## config.mk

```make
export PLATFORM = sky130hd
export DESIGN_NAME = rule_genome_bit_decoder
export DESIGN_NICKNAME = d
export VERILOG_FILES = /design/src/rgbd_pkg.sv /design/src/rule_genome_bit_decoder.sv /design/src/rgbd_cfg.sv /design/src/rgbd_decode.sv
export SDC_FILE = /design/constraint.sdc
export NUM_CORES = 1
export LEC_CHECK = 0
export ABC_CLOCK_PERIOD_IN_PS = 10500
export BUFFER_PORTS_ARGS = -buffer_cell sky130_fd_sc_hd__clkbuf_2
export CORE_MARGIN = 8
export CORE_UTILIZATION = 45
export DETAILED_ROUTE_END_ITERATION = 10
export HOLD_SLACK_MARGIN = 0.15
export PLACE_DENSITY = 0.71
export SLEW_MARGIN = 20
export SYNTH_ARGS = -nofsm -noshare
export SYNTH_HDL_FRONTEND = slang
export SYNTH_HIERARCHICAL = 1
export SYNTH_SLANG_ARGS = --single-unit
export TNS_END_PERCENT = 10
```

## constraint.sdc

```tcl
create_clock -name i_clk -period 10.5 [get_ports i_clk]
set_input_delay 0 -clock i_clk [delete_from_list [all_inputs] [get_ports i_clk]]
set_output_delay 0 -clock i_clk [all_outputs]
set_load 0.02 [all_outputs]
```

## src/rgbd_pkg.sv

```systemverilog
package rgbd_pkg;

    localparam int MAX_VARS      = 16;
    localparam int MAX_CODE_BITS = 8;

    // variable / slot index width and a count that can hold MAX_VARS itself
    localparam int VAR_W = $clog2(MAX_VARS);
    localparam int CNT_W = VAR_W + 1;
    // bit position inside a code and a length that can hold MAX_CODE_BITS
    localparam int BIT_W = $clog2(MAX_CODE_BITS);
    localparam int LEN_W = BIT_W + 1;
    localparam int ACC_W = MAX_CODE_BITS;

    localparam int CFG_ADDR_W = 3;
    localparam int CFG_DATA_W = 5;

    typedef enum logic [CFG_ADDR_W-1:0] {
        REG_INPUT_SLOTS      = 3'd0,
        REG_INPUT_VAR_COUNT  = 3'd1,
        REG_OUTPUT_VAR_COUNT = 3'd2,
        REG_IN_VAR_BITS      = 3'd3,
        REG_OUT_VAR_BITS     = 3'd4,
        REG_IN_SET_BITS      = 3'd5,
        REG_OUT_SET_BITS     = 3'd6,
        REG_FIXED_VARS       = 3'd7
    } t_reg_idx;

    // configuration, already clamped to its legal range
    typedef struct packed {
        logic [CNT_W-1:0] in_slots;
        logic [CNT_W-1:0] in_var_count;
        logic [CNT_W-1:0] out_var_count;
        logic [LEN_W-1:0] in_var_bits;
        logic [LEN_W-1:0] out_var_bits;
        logic [LEN_W-1:0] in_set_bits;
        logic [LEN_W-1:0] out_set_bits;
        logic             fixed_vars;
    } t_cfg;

    typedef struct packed {
        logic                    is_output_slot;
        logic [3:0]              slot_index;
        logic signed [4:0]       var_number;
        logic [7:0]              set_number;
        logic                    genome_end;
        logic                    length_error;
    } t_result;

    localparam logic signed [4:0] VAR_NONE = 5'sb11111;

    function automatic logic [CNT_W-1:0] clamp_count(input logic [CFG_DATA_W-1:0] v);
        logic [CNT_W-1:0] r;
        if (v == '0) begin
            r = CNT_W'(1);
        end else if (32'(v) > MAX_VARS) begin
            r = CNT_W'(MAX_VARS);
        end else begin
            r = CNT_W'(v);
        end
        return r;
    endfunction

    function automatic logic [LEN_W-1:0] clamp_bits(input logic [3:0] v);
        logic [LEN_W-1:0] r;
        if (v == '0) begin
            r = LEN_W'(1);
        end else if (32'(v) > MAX_CODE_BITS) begin
            r = LEN_W'(MAX_CODE_BITS);
        end else begin
            r = LEN_W'(v);
        end
        return r;
    endfunction

endpackage

```

## src/rule_genome_bit_decoder.sv

```systemverilog
// Serial rule genome decoder. Takes one genome bit per request on the slave
// stream (tdata[0] = bit, tlast = final bit) and emits one result per slot:
// input_slots input slots, then output_var_count output slots, each a
// variable code then a set code, LSB first. Variable number reads -1 when the
// code is out of range or repeats within its section; fixed vars makes input
// slots read their slot index. A tlast anywhere but the final bit, or a final
// bit without tlast, gives a result with length_error set; either way the
// genome closes (genome_end) and decoding restarts. Rate: one bit per clock
// unless the output stalls; a result goes via the input register and the
// decode step into the output register. The user must write configuration
// through i_cfg_* only while no bits are in flight; the block does not
// enforce it. Register index follows the list: slots, in var count, out var
// count, in/out var bits, in/out set bits, fixed vars.
module rule_genome_bit_decoder (
    input  logic                            i_clk,
    input  logic                            i_rst_n,
    // configuration write port
    input  logic                            i_cfg_we,
    input  logic [rgbd_pkg::CFG_ADDR_W-1:0] i_cfg_addr,
    input  logic [rgbd_pkg::CFG_DATA_W-1:0] i_cfg_data,
    // bit stream in
    input  logic                            s_axis_tvalid,
    output logic                            s_axis_tready,
    input  logic [7:0]                      s_axis_tdata,   // [0] bit_req, [7:1] zero
    input  logic                            s_axis_tlast,   // last_bit
    // slot results out
    output logic                            m_axis_tvalid,
    input  logic                            m_axis_tready,
    output logic [23:0]                     m_axis_tdata,   // [3:0] slot_index,
                                                            // [8:4] var_number,
                                                            // [16:9] set_number, rest 0
    output logic [1:0]                      m_axis_tuser,   // [0] is_output_slot,
                                                            // [1] length_error
    output logic                            m_axis_tlast    // genome_end
);
    import rgbd_pkg::*;

    t_cfg    cfg;
    t_result res;
    logic    res_valid;

    logic    r_in_valid;
    logic    r_in_bit;
    logic    r_in_last;
    logic    r_out_valid;
    t_result r_out;
    logic    advance;

    rgbd_cfg u_cfg (
        .i_clk      (i_clk),
        .i_rst_n    (i_rst_n),
        .i_cfg_we   (i_cfg_we),
        .i_cfg_addr (i_cfg_addr),
        .i_cfg_data (i_cfg_data),
        .o_cfg      (cfg)
    );

    // the held bit moves into the decoder when the output register has room
    assign advance       = r_in_valid && (!r_out_valid || m_axis_tready);
    assign s_axis_tready = !r_in_valid || advance;

    always_ff @(posedge i_clk) begin
        if (!i_rst_n) begin
            r_in_valid <= 1'b0;
        end else if (s_axis_tready) begin
            r_in_valid <= s_axis_tvalid;
        end
    end

    always_ff @(posedge i_clk) begin
        if (s_axis_tvalid && s_axis_tready) begin
            r_in_bit  <= s_axis_tdata[0];
            r_in_last <= s_axis_tlast;
        end
    end

    rgbd_decode u_decode (
        .i_clk       (i_clk),
        .i_rst_n     (i_rst_n),
        .i_cfg       (cfg),
        .i_valid     (advance),
        .i_bit       (r_in_bit),
        .i_last      (r_in_last),
        .o_res_valid (res_valid),
        .o_res       (res)
    );

    // output register: most bits produce no result, so it only loads on one
    always_ff @(posedge i_clk) begin
        if (!i_rst_n) begin
            r_out_valid <= 1'b0;
        end else if (advance && res_valid) begin
            r_out_valid <= 1'b1;
        end else if (m_axis_tready) begin
            r_out_valid <= 1'b0;
        end
    end

    always_ff @(posedge i_clk) begin
        if (advance && res_valid) begin
            r_out <= res;
        end
    end

    assign m_axis_tvalid = r_out_valid;
    assign m_axis_tdata  = {7'd0, r_out.set_number, r_out.var_number, r_out.slot_index};
    assign m_axis_tuser  = {r_out.length_error, r_out.is_output_slot};
    assign m_axis_tlast  = r_out.genome_end;

endmodule

```

## src/rgbd_cfg.sv

```systemverilog
module rgbd_cfg (
    input  logic                                 i_clk,
    input  logic                                 i_rst_n,
    input  logic                                 i_cfg_we,
    input  logic [rgbd_pkg::CFG_ADDR_W-1:0]      i_cfg_addr,
    input  logic [rgbd_pkg::CFG_DATA_W-1:0]      i_cfg_data,
    output rgbd_pkg::t_cfg                       o_cfg
);
    import rgbd_pkg::*;

    t_cfg r_cfg;

    // values are clamped on the way in; there is no read-back
    always_ff @(posedge i_clk) begin
        if (!i_rst_n) begin
            r_cfg.in_slots      <= clamp_count(CFG_DATA_W'(16));
            r_cfg.in_var_count  <= clamp_count(CFG_DATA_W'(16));
            r_cfg.out_var_count <= clamp_count(CFG_DATA_W'(1));
            r_cfg.in_var_bits   <= clamp_bits(4'd4);
            r_cfg.out_var_bits  <= clamp_bits(4'd4);
            r_cfg.in_set_bits   <= clamp_bits(4'd4);
            r_cfg.out_set_bits  <= clamp_bits(4'd4);
            r_cfg.fixed_vars    <= 1'b0;
        end else if (i_cfg_we) begin
            case (t_reg_idx'(i_cfg_addr))
                REG_INPUT_SLOTS:      r_cfg.in_slots      <= clamp_count(i_cfg_data);
                REG_INPUT_VAR_COUNT:  r_cfg.in_var_count  <= clamp_count(i_cfg_data);
                REG_OUTPUT_VAR_COUNT: r_cfg.out_var_count <= clamp_count(i_cfg_data);
                REG_IN_VAR_BITS:      r_cfg.in_var_bits   <= clamp_bits(i_cfg_data[3:0]);
                REG_OUT_VAR_BITS:     r_cfg.out_var_bits  <= clamp_bits(i_cfg_data[3:0]);
                REG_IN_SET_BITS:      r_cfg.in_set_bits   <= clamp_bits(i_cfg_data[3:0]);
                REG_OUT_SET_BITS:     r_cfg.out_set_bits  <= clamp_bits(i_cfg_data[3:0]);
                REG_FIXED_VARS:       r_cfg.fixed_vars    <= i_cfg_data[0];
                default: begin
                end
            endcase
        end
    end

    assign o_cfg = r_cfg;

endmodule

```

## src/rgbd_decode.sv

```systemverilog
module rgbd_decode (
    input  logic              i_clk,
    input  logic              i_rst_n,
    input  rgbd_pkg::t_cfg    i_cfg,
    input  logic              i_valid,
    input  logic              i_bit,
    input  logic              i_last,
    output logic              o_res_valid,
    output rgbd_pkg::t_result o_res
);
    import rgbd_pkg::*;

    logic [BIT_W-1:0]    r_bif, n_bif;
    logic                r_setf, n_setf;
    logic [VAR_W-1:0]    r_slot, n_slot;
    logic                r_outsec, n_outsec;
    logic [ACC_W-1:0]    r_var_acc, n_var_acc;
    logic [ACC_W-1:0]    r_set_acc, n_set_acc;
    logic [MAX_VARS-1:0] r_used_in, n_used_in;
    logic [MAX_VARS-1:0] r_used_out, n_used_out;

    logic [LEN_W-1:0]    field_len;
    logic [CNT_W-1:0]    slot_count;
    logic [CNT_W-1:0]    var_count;
    logic [ACC_W-1:0]    bit_mask;
    logic [ACC_W-1:0]    acc_var;
    logic [ACC_W-1:0]    acc_set;
    logic [LEN_W-1:0]    bif_next;
    logic                field_done;
    logic [CNT_W-1:0]    slot_next;
    logic [VAR_W-1:0]    var_idx;
    logic signed [4:0]   var_out;
    logic                at_end;
    logic                clear;

    always_comb begin
        field_len  = r_outsec ? (r_setf ? i_cfg.out_set_bits : i_cfg.out_var_bits)
                              : (r_setf ? i_cfg.in_set_bits  : i_cfg.in_var_bits);
        slot_count = r_outsec ? i_cfg.out_var_count : i_cfg.in_slots;
        var_count  = r_outsec ? i_cfg.out_var_count : i_cfg.in_var_count;

        bit_mask   = ACC_W'(i_bit) << r_bif;
        acc_var    = r_setf ? r_var_acc : (r_var_acc | bit_mask);
        acc_set    = r_setf ? (r_set_acc | bit_mask) : r_set_acc;
        bif_next   = LEN_W'(r_bif) + LEN_W'(1);
        field_done = (bif_next >= field_len);
        slot_next  = CNT_W'(r_slot) + CNT_W'(1);
        var_idx    = acc_var[VAR_W-1:0];

        n_bif      = r_bif;
        n_setf     = r_setf;
        n_slot     = r_slot;
        n_outsec   = r_outsec;
        n_var_acc  = acc_var;
        n_set_acc  = acc_set;
        n_used_in  = r_used_in;
        n_used_out = r_used_out;
        var_out    = VAR_NONE;
        at_end     = 1'b0;
        clear      = 1'b0;
        o_res_valid = 1'b0;
        o_res       = '0;

        if (!(field_done && r_setf)) begin
            // still inside the slot
            if (field_done) begin
                n_bif  = '0;
                n_setf = 1'b1;
            end else begin
                n_bif  = bif_next[BIT_W-1:0];
            end
            if (i_last) begin
                // early end: bare error result
                o_res_valid        = 1'b1;
                o_res.genome_end   = 1'b1;
                o_res.length_error = 1'b1;
                clear              = 1'b1;
            end
        end else begin
            // slot complete
            if (!r_outsec && i_cfg.fixed_vars) begin
                var_out = 5'(r_slot);
            end else if (acc_var >= ACC_W'(var_count)) begin
                var_out = VAR_NONE;
            end else if (r_outsec) begin
                if (r_used_out[var_idx]) begin
                    var_out = VAR_NONE;
                end else begin
                    n_used_out[var_idx] = 1'b1;
                    var_out = 5'(var_idx);
                end
            end else begin
                if (r_used_in[var_idx]) begin
                    var_out = VAR_NONE;
                end else begin
                    n_used_in[var_idx] = 1'b1;
                    var_out = 5'(var_idx);
                end
            end

            n_bif     = '0;
            n_setf    = 1'b0;
            n_var_acc = '0;
            n_set_acc = '0;
            if (slot_next >= slot_count) begin
                n_slot = '0;
                if (r_outsec) begin
                    at_end = 1'b1;
                end else begin
                    n_outsec = 1'b1;
                end
            end else begin
                n_slot = slot_next[VAR_W-1:0];
            end

            o_res_valid          = 1'b1;
            o_res.is_output_slot = r_outsec;
            o_res.slot_index     = 4'(r_slot);
            o_res.var_number     = var_out;
            o_res.set_number     = 8'(acc_set);
            o_res.genome_end     = i_last | at_end;
            o_res.length_error   = i_last ^ at_end;
            clear                = i_last | at_end;
        end

        if (clear) begin
            n_bif      = '0;
            n_setf     = 1'b0;
            n_slot     = '0;
            n_outsec   = 1'b0;
            n_var_acc  = '0;
            n_set_acc  = '0;
            n_used_in  = '0;
            n_used_out = '0;
        end
    end

    always_ff @(posedge i_clk) begin
        if (!i_rst_n) begin
            r_bif      <= '0;
            r_setf     <= 1'b0;
            r_slot     <= '0;
            r_outsec   <= 1'b0;
            r_var_acc  <= '0;
            r_set_acc  <= '0;
            r_used_in  <= '0;
            r_used_out <= '0;
        end else if (i_valid) begin
            r_bif      <= n_bif;
            r_setf     <= n_setf;
            r_slot     <= n_slot;
            r_outsec   <= n_outsec;
            r_var_acc  <= n_var_acc;
            r_set_acc  <= n_set_acc;
            r_used_in  <= n_used_in;
            r_used_out <= n_used_out;
        end
    end

`ifndef SYNTHESIS
    a_end_clears: assert property (@(posedge i_clk) disable iff (!i_rst_n)
        (i_valid && o_res_valid && o_res.genome_end) |=>
        (r_slot == '0 && !r_outsec && r_used_in == '0 && r_used_out == '0))
        else $error("genome end did not clear decoder state");

    a_slot_restart: assert property (@(posedge i_clk) disable iff (!i_rst_n)
        (i_valid && o_res_valid && !o_res.genome_end) |=>
        (r_bif == '0 && !r_setf && r_var_acc == '0 && r_set_acc == '0))
        else $error("slot end did not restart the code fields");

    a_acc_fresh: assert property (@(posedge i_clk) disable iff (!i_rst_n)
        (!r_setf && r_bif == '0) |-> (r_var_acc == '0 && r_set_acc == '0))
        else $error("accumulators not clear at slot start");
`endif

endmodule
```

==> impl_metrics.ini, run 1 <==
[grt]
antenna_found_initial = 0
grt_pass1_vias = 4540
grt_start_max_net_pins = 44
grt_util_all_layers_pct = 16.36
grt_pass1_wl_um = 21450
grt-ovfl-total = 0

[yosys]
yosysUniqueCellTypes = 78
ys.flop_type = dfxtp_1
ys_seq_area_share_pct = 43.88
synth_cells = 580
syn-cell-area_um2 = 5657
synthTopCellsByCount = dfxtp_1 (91), nor2_1 (78), a21oi_1 (41)
synthTopCellsByArea = dfxtp_1 (32%), edfxtp_1 (12%), mux2i_1 (6.9%)
synth_area_leader_cell = dfxtp_1
ys_seq_elements = 113
avgSynthCellArea_um2 = 9.753
synth_top_area_share_pct = 32.21
async_flop_share_pct = 0
ys_warn_count = 6
synth.most_common_cell = dfxtp_1
synth-edff-count = 22

[detailed_routing]
drc = 0
num_vias = 4309
drt_iter0_drc = 282
wirelength_um = 12760
antenna_left = 0
vias_per_cell = 5.340
wire_per_inst_um = 15.81
first_pass_iters = 4

[sta]
rsz0062_at_grt = false
maxSlewHeadroom_pct = 37.57
worst_slew_pin_slew_ns = 0.9352
tns_ns = 0
finClkSkew_ns = 0.01115
final_max_slew_viol_count = 0
hold_viol_final = 0
fin_crit_sh_pct = 41.87
fmax_ghz = 0.2275
min_period_ns = 4.396
setup_viol = 0

[finish]
nNetsFinal = 662
drive_gt1_share_pct = 17.17
fin_util_pct = 53.42
n_antenna_cell = 0
syn_to_final_growth_pct = 17.72

[worst_setup_path]
cp-end-kind = flop
worstSetupPathType = reg -> reg
cp_max_fo = 19
critPathTopFamily = compound AO/OA/AOI/OAI gates
crit_required_ns = 10.76
path_buf_inv = 0
path_cells = mux4_1 > ha_1 > nand2b_1 > a2111oi_1 > or3_2 > nand2_1 > o21ai_0 > a21oi_1 > o21ba_1 > nor2_1
cp_data_arrival_time_ns = 4.66
max_stage_delay_ns = 0.93
slowest_stage = dfxtp_1
start_kind = flop

[power]
p_seq_share_pct = 39.0
leakage_nw = 2.537
intPower_mw = 0.9154
combPwrFrac_pct = 6.8
swShare_pct = 21.13
power.density_nw_per_um2 = 174.3
p_total_mw = 1.161
p_switching_mw = 0.2453
clkPwrFrac_pct = 54.1
max-vdd-ir-drop_uv = 95.36

[floorplanning]
die_h_um = 128.1
start_util_pct = 45.38
die_x_um = 128.1
rows = 41
dieArea_um2 = 16410
core-area_um2 = 12470
ios = 51

[clocking]
cts_sinks = 113
cts_setup_buffers = 0
h-tree-depth = 4
cts_resized = 0
ctsHoldBuffers = 18
clk_path_buf_depth = 2
cts_root_buf = clkbuf_16
cts_tree = yes
clkTransAtPathRegs_ns = 0.05
clk_latency_ns = 0.41
numCtsBuffers = 17

[place]
routabilityCongestion = 0.8136
dp_hpwl_um = 8838
portBuffers = 36

[min_path]
hold_path_class = in -> reg

[run_status]
status = finished clean

[flow_run]
cap_violations = 0
==> cells in the final DEF, fill, tap and decap left out, types with 3 or more instances in the layout <==
cell type	instances
mux2i_1	39
nand2b_1	10
o21a_1	3
edfxtp_1	22
o221a_1	4
nand3_1	6
inv_1	16
a31oi_1	18
bufinv_16	6
dlygate4sd3_1	18
a21o_1	3
clkinv_1	4
o211ai_1	6
nor2b_1	26
nand4b_1	3
buf_4	4
clkbuf_2	36
o21ai_0	17
a21oi_1	41
ha_1	18
mux4_1	4
nor3_1	10
nor2_2	12
and2_1	8
o221ai_2	6
clkbuf_16	17
dfxtp_1	91
nor2_1	77
clkinv_2	4
conb_1	7
nand2_1	38
==> final timing paths <==
| path | start | end | slack (ns) | cells after the start |
|---|---|---|---|---|
| max | u_decode/r_outsec | u_decode/r_used_in[4] | 6.10 | 10 |
| min | i_rst_n | u_cfg/o_cfg[31] | 0.24 | 2 |
| max reg2reg | u_decode/r_outsec | u_decode/r_used_in[4] | 6.10 | 10 |
| min reg2reg | u_cfg/o_cfg[5] | u_cfg/o_cfg[5] | 0.46 | 2 |
==> state kept, by name, indices dropped and copies added (netlist names) <==
| signal | flops |
|---|---|
| m_axis_tlast | 1 |
| m_axis_tuser | 2 |
| u_decode/r_set_acc | 8 |
| u_decode/r_outsec | 1 |
| r_in_bit | 1 |
| r_in_last | 1 |
| r_in_valid | 1 |
| u_cfg/o_cfg | 32 |
| u_decode/r_used_out | 16 |
| u_decode/r_var_acc | 8 |
| u_decode/r_bif | 3 |
| u_decode/r_setf | 1 |
| m_axis_tdata | 17 |
| m_axis_tvalid | 1 |
| u_decode/r_used_in | 16 |
| u_decode/r_slot | 4 |
==> worst register-to-register path: stages (launching register included) <==
cell	delay, ns
dfxtp_1	0.93
mux4_1	0.42
ha_1	0.27
nand2b_1	0.14
a2111oi_1	0.71
or3_2	0.42
nand2_1	0.20
o21ai_0	0.12
a21oi_1	0.14
o21ba_1	0.78
nor2_1	0.12
==> power by group through the flow <==
stage	clock network [mW]	registers, mW	logic (mW)
6_report	0.629	0.453	0.0791
5_1_grt	0.662	0.453	0.0859
4_1_cts	0.640	0.453	0.0771
3_5_place_dp	0	0.462	0.0719
3_3_place_gp	0	0.461	0.0704
2_1_floorplan	0	0.462	0.0604
==> layer usage <==
metal,vias to the layer above,track usage [%],wire [µm]
met1,2080,18.03,5684
met3,16,4.742,401
met5,-,0,0
met2,81,28.16,6484
li1,2132,-,-
met4,0,8.252,187
==> through the flow <==
| step | area [µm²] | cells | hold slack (ns) | worst slack [ns] |
|---|---|---|---|---|
| 2_1_floorplan | 5679 | 586 | 0.09887 | 7.066 |
| 3_3_place_gp | 5808 | 757 | 0.2024 | 6.196 |
| 3_5_place_dp | 5808 | 757 | 0.2005 | 6.090 |
| 4_1_cts | 6636 | 807 | 0.2239 | 6.013 |
| 5_1_grt | 6659 | 807 | 0.3001 | 5.819 |
| 6_report | 6659 | 807 | 0.2391 | 6.104 |
==> logic make-up (layout without fill, tap and decap cells) <==
logic type	count (synthesis)	after routing	synth area share (%)
compound gates	128	128	16.50
xor+xnor	3	3	0.4646
fa+ha+maj	18	18	3.981
buf+inv	59	108	6.481
flops	113	113	43.88
mux	46	46	9.400
other cells	1	7	0.06629
simple gates	212	212	19.22
==> layout make-up <==
cell class / instances / area [µm²]
Fill cell: 1097 / 5807
Multi-Input combinational cell: 414 / 2855
Sequential cell: 113 / 2482
Clock buffer: 18 / 429.2
Timing Repair Buffer: 58 / 390.4
Clock inverter: 14 / 219.0
Tap cell: 172 / 215.2
Inverter: 18 / 67.56
Power figures use the tool's default switching activity.
==> inputs of run 2 (changes only) <==
--- a/config.mk
+++ b/config.mk
@@ -5,13 +5,13 @@
 export SDC_FILE = /design/constraint.sdc
 export NUM_CORES = 1
 export LEC_CHECK = 0
-export ABC_CLOCK_PERIOD_IN_PS = 10500
+export ABC_CLOCK_PERIOD_IN_PS = 3600
 export BUFFER_PORTS_ARGS = -buffer_cell sky130_fd_sc_hd__clkbuf_2
 export CORE_MARGIN = 8
 export CORE_UTILIZATION = 45
 export DETAILED_ROUTE_END_ITERATION = 10
 export HOLD_SLACK_MARGIN = 0.15
-export PLACE_DENSITY = 0.71
+export PLACE_DENSITY = 0.74
 export SLEW_MARGIN = 20
 export SYNTH_ARGS = -nofsm -noshare
 export SYNTH_HDL_FRONTEND = slang
==> constraint.sdc (replaced) <==
create_clock -name i_clk -period 3.6 [get_ports i_clk]
set_input_delay 0 -clock i_clk [delete_from_list [all_inputs] [get_ports i_clk]]
set_output_delay 0 -clock i_clk [all_outputs]
set_load 0.02 [all_outputs]
==> impl_metrics.ini, run 2 (synthesis results as in run 1) <==
[worst_setup_path]
start_kind = flop
crit_path_start = u_decode/r_bif[2]
path_cells = and3b_1 > a21oi_4 > inv_1 > ha_1 > a2111oi_1 > o211ai_1 > or2_2 > a311oi_1 > o21a_2 > a21oi_1 > nor2_1
timing.rr.start = u_decode/r_bif[2]
max_stage_delay_ns = 0.54
path_buf_inv = 1
critPathTopFamily = compound AO/OA/AOI/OAI gates
worstSetupPathType = reg -> reg
cp-end-kind = flop
cp_max_fo = 10
crit_required_ns = 3.94
cp_data_arrival_time_ns = 3.80
slowest_stage = dfxtp_1

[finish]
fill_cells = 1098
layout_common_cells = dfxtp_1 (91), nor2_1 (78), a21oi_1 (40)
fin_util_pct = 53.77
largest_reg_flops = 32
syn_to_final_growth_pct = 18.49
layout_commonest_cell = dfxtp_1
design_area_um2 = 6703
drive_gt1_share_pct = 20.00
n_antenna_cell = 0
nNetsFinal = 677
instances_no_fill = 822

[power]
max-vdd-ir-drop_uv = 259.6
leakage_nw = 2.587
power.density_nw_per_um2 = 477.7
p_total_mw = 3.202

[clocking]
numCtsBuffers = 17
cts_sinks = 113
clkTransAtPathRegs_ns = 0.05
clk_path_buf_depth = 2
cts_root_buf = clkbuf_16
cts_tree = yes
clk_latency_ns = 0.42
h-tree-depth = 4
cts_setup_buffers = 0

[sta]
fin_hold_ws_ns = 0.2369
finClkSkew_ns = 0.01169
worst_slew_pin_slew_ns = 0.7807
hold_viol_final = 0
tns_ns = 0
worst_slack_ns = 0.1407
maxSlewHeadroom_pct = 47.20
fmax_ghz = 0.2891
setup_viol = 0
rsz0062_at_grt = true
final_max_slew_viol_count = 0
min_period_ns = 3.459
fin_crit_sh_pct = 96.09

[detailed_routing]
drt_iter0_drc = 289
first_pass_iters = 5
antenna_left = 0
wire_per_inst_um = 15.88
drc = 0
vias_per_cell = 5.461
wirelength_um = 13060
num_vias = 4489

[floorplanning]
die_x_um = 128.1
start_util_pct = 45.38
die_h_um = 128.1
core-area_um2 = 12470
dieArea_um2 = 16410
ios = 51
rows = 41

[place]
numPlacedInstances = 773
post-place-ws_ns = 0.07964
portBuffers = 36
dp_hpwl_um = 8930
placed_cell_area_um2 = 5938
routabilityCongestion = 0.8788

[flow_run]
cap_violations = 0

[grt]
grt_util_all_layers_pct = 16.57
grt-ovfl-total = 0
antenna_found_initial = 0
grt_pass1_vias = 4438
grt_start_max_net_pins = 44
grt_pass1_wl_um = 21380

[min_path]
hold_path_class = in -> reg
hold_path.startpoint = i_rst_n

[run_status]
status = finished clean
[run 2: cell types whose count changed in the layout (fill, tap and decap cells not counted), moves of 3 or more]
| cell | delta |
|---|---|
| buf_4 | +15 |
| clkinv_2 | +4 |
| clkinv_1 | -3 |
| bufinv_16 | -3 |
[run 2: routing by layer]
metal	share of wire (%)	track usage, %	routed length [µm]	vias to the layer above
li1	-	-	-	2172
met1	42	19.18	5510	2141
met2	49	27.69	6393	152
met3	7.0	5.033	911	24
met4	1.8	7.343	240	0
met5	0	0	0	-
[run 2: repair_timing]
action,CTS,global route
endpoints found under the setup margin,0,20
hold buffers,17,0
resized for setup,0,5
hold endpoints to repair,38,0
[run 2: path summary, 6_finish.rpt]
check                                          endpoint  slack [ns]  cells after the start
worst max-delay path            u_decode/r_used_out[11]        0.14                     11
worst min-delay path                    u_cfg/o_cfg[31]        0.24                      2
worst max register to register  u_decode/r_used_out[11]        0.14                     11
worst min register to register    u_decode/r_used_in[6]        0.47                      2
[run 2: power by group]
group          switching (mW)  internal (mW)  leakage (nW)
logic                   0.156         0.0905          1.35
clock network           0.565           1.07         0.286
registers              0.0107           1.31         0.947
total                   0.731           2.47          2.59
[run 2: final cells by class]
cell class / instances / area [µm²] / area share (%)
repair buffers: 73 / 513.0 / 7.654
multi-input cells: 414 / 2846 / 42.47
flip-flops and latches: 113 / 2482 / 37.04
clock inverters: 13 / 145.1 / 2.165
well taps: 172 / 215.2 / 3.211
inverters: 18 / 67.56 / 1.008
clock buffers: 19 / 432.9 / 6.459
==> inputs of run 3 (changes only) <==
--- a/config.mk
+++ b/config.mk
@@ -7,11 +7,13 @@
 export LEC_CHECK = 0
 export ABC_CLOCK_PERIOD_IN_PS = 3600
 export BUFFER_PORTS_ARGS = -buffer_cell sky130_fd_sc_hd__clkbuf_2
+export CELL_PAD_IN_SITES_DETAIL_PLACEMENT = 0
+export CELL_PAD_IN_SITES_GLOBAL_PLACEMENT = 1
 export CORE_MARGIN = 8
-export CORE_UTILIZATION = 45
+export CORE_UTILIZATION = 42
 export DETAILED_ROUTE_END_ITERATION = 10
 export HOLD_SLACK_MARGIN = 0.15
-export PLACE_DENSITY = 0.74
+export PLACE_DENSITY = 0.84
 export SLEW_MARGIN = 20
 export SYNTH_ARGS = -nofsm -noshare
 export SYNTH_HDL_FRONTEND = slang
==> constraint.sdc (replaced) <==
create_clock -name i_clk -period 3.6 [get_ports i_clk]
set_input_delay 0.18 -clock i_clk [delete_from_list [all_inputs] [get_ports i_clk]]
set_output_delay 0.18 -clock i_clk [all_outputs]
set_load 0.02 [all_outputs]
==> impl_metrics.ini, run 3 (synthesis results as in run 1) <==
[floorplanning]
die_x_um = 132.1
dieArea_um2 = 17440
start_util_pct = 42.89
core-area_um2 = 13190
ios = 51
die_h_um = 132.1
rows = 42

[place]
portBuffers = 36
routabilityCongestion = 0.8058
dp_hpwl_um = 9219

[finish]
layout_commonest_cell = dfxtp_1
nNetsFinal = 673
fill_cells = 1218
drive_gt1_share_pct = 21.67
final-seq-area_um2 = 2484
multi_input_area_um2 = 2855
n_antenna_cell = 0
layout_common_cells = dfxtp_1 (90), nor2_1 (77), a21oi_1 (40)
syn_to_final_growth_pct = 18.45
largest_reg_flops = 32

[worst_setup_path]
crit_required_ns = 3.90
cp_max_fo = 16
reg2regPathDepth = 13
max_stage_delay_ns = 0.60
critPathTopFamily = compound AO/OA/AOI/OAI gates
crit_top_cell = buf_4
cp_data_arrival_time_ns = 3.71
path_buf_inv = 3
slowest_stage = mux4_1
worstSetupPathType = reg -> reg
start_kind = flop
cp-end-kind = flop
crit_cells = 13
path_cells = mux4_1 > ha_1 > nand2b_1 > a2111oi_1 > buf_4 > or3_2 > nand2_1 > buf_4 > o21ai_0 > a21oi_2 > o21ba_1 > buf_12 > nor2_1

[sta]
min_period_ns = 3.408
finClkSkew_ns = 0.006055
maxSlewHeadroom_pct = 48.12
rsz0062_at_grt = false
worst_slew_pin_slew_ns = 0.7672
hold_viol_final = 0
fin_crit_sh_pct = 94.67
setup_viol = 0
final_max_slew_viol_count = 0
fmax_ghz = 0.2934
tns_ns = 0

[clocking]
cts_setup_buffers = 0
cts_sinks = 113
h-tree-depth = 4
cts_tree = yes
clk_path_buf_depth = 2
numCtsBuffers = 17
clkTransAtPathRegs_ns = 0.05
cts_root_buf = clkbuf_16
clk_latency_ns = 0.42

[detailed_routing]
num_vias = 4333
wirelength_um = 13030
wire_per_inst_um = 15.85
drc = 0
antenna_left = 0
first_pass_iters = 5
vias_per_cell = 5.271
drt_iter0_drc = 282

[power]
clkPwrFrac_pct = 52.0
power.density_nw_per_um2 = 487.7
combPwrFrac_pct = 7.6
p_seq_share_pct = 40.3
p_total_mw = 3.267
intPower_mw = 2.500
swShare_pct = 23.50
leakage_nw = 2.580
p_switching_mw = 0.7679
max-vdd-ir-drop_uv = 298.0

[grt]
grt-ovfl-total = 0
grt_util_all_layers_pct = 15.15
antenna_found_initial = 0
grt_start_max_net_pins = 44
grt_pass1_vias = 4397
grt_pass1_wl_um = 21470

[min_path]
worstHoldPathCells = 3
hold_path_class = in -> reg

[run_status]
status = finished clean

[flow_run]
cap_violations = 0
[run 3: cell types whose count changed in the layout (fill, tap and decap cells not counted), sizes merged]
cell         before  now
dlygate4sd3      17    7
buf              20   26
clkinv            9    6
clkinvlp          2    5
clkbuf           55   54
inv              17   18
[run 3: final timing paths]
path | slack, ns | start | endpoint
worst max-delay path | 0.19 | u_decode/r_setf | u_decode/r_used_in[2]
worst max register to register | 0.19 | u_decode/r_setf | u_decode/r_used_in[2]
worst min-delay path | 0.18 | i_cfg_data[3] | u_cfg/o_cfg[8]
worst min register to register | 0.46 | u_decode/r_set_acc[4] | u_decode/r_set_acc[4]
[run 3: final cells by class]
class	instances	area share (%)
timing repair buffer	69	7.021
inverter	18	1.008
clock inverter	14	2.446
sequential	113	37.07
multi-input combinational	414	42.61
tap	176	3.287
clock buffer	18	6.555
[run 3: repair_timing]
action | CTS | global route
hold endpoints to repair | 8 | 0
hold buffers | 7 | 0
endpoints found under the setup margin | 0 | 32
gates resized for setup | 0 | 6
[run 3: worst min-delay path: cells and delay by family]
kind	cells	cell delay, ns
buffers and inverters	1	0.16
muxes	1	0.15
and+or+nand+nor	1	0.05
[run 3: power by group through the flow]
| stage | Combinational (mW) | Clock (mW) | Sequential, mW |
|---|---|---|---|
| detailed placement | 0.239 | 0 | 1.34 |
| floorplan | 0.176 | 0 | 1.35 |
| global route | 0.270 | 1.78 | 1.32 |
| CTS | 0.246 | 1.72 | 1.32 |
| finish | 0.250 | 1.70 | 1.32 |
| global placement | 0.234 | 0 | 1.34 |
[run 3: stage by stage]
stage                     setup WS [ns]  hold slack, ns  std cells  utilization (%)  cell area, µm²
after detailed placement         0.1684          0.3694        783            45.51            6003
after floorplan                  0.1659          0.2789        586                -            5679
after CTS                        0.1501          0.1677        822            50.62            6676
after global placement           0.2261          0.3623        783            45.51            6003
final                            0.1917          0.1759        822            50.80            6700
after global routing            0.03131          0.1941        822            50.80            6700
[run 3: metal layers]
layer	vias up	routed length [µm]	GRT usage, %
met1	2051	5987	18.02
met2	92	6279	25.12
met4	0	292	6.190
li1	2165	-	-
met3	25	471	4.345
met5	-	0	0
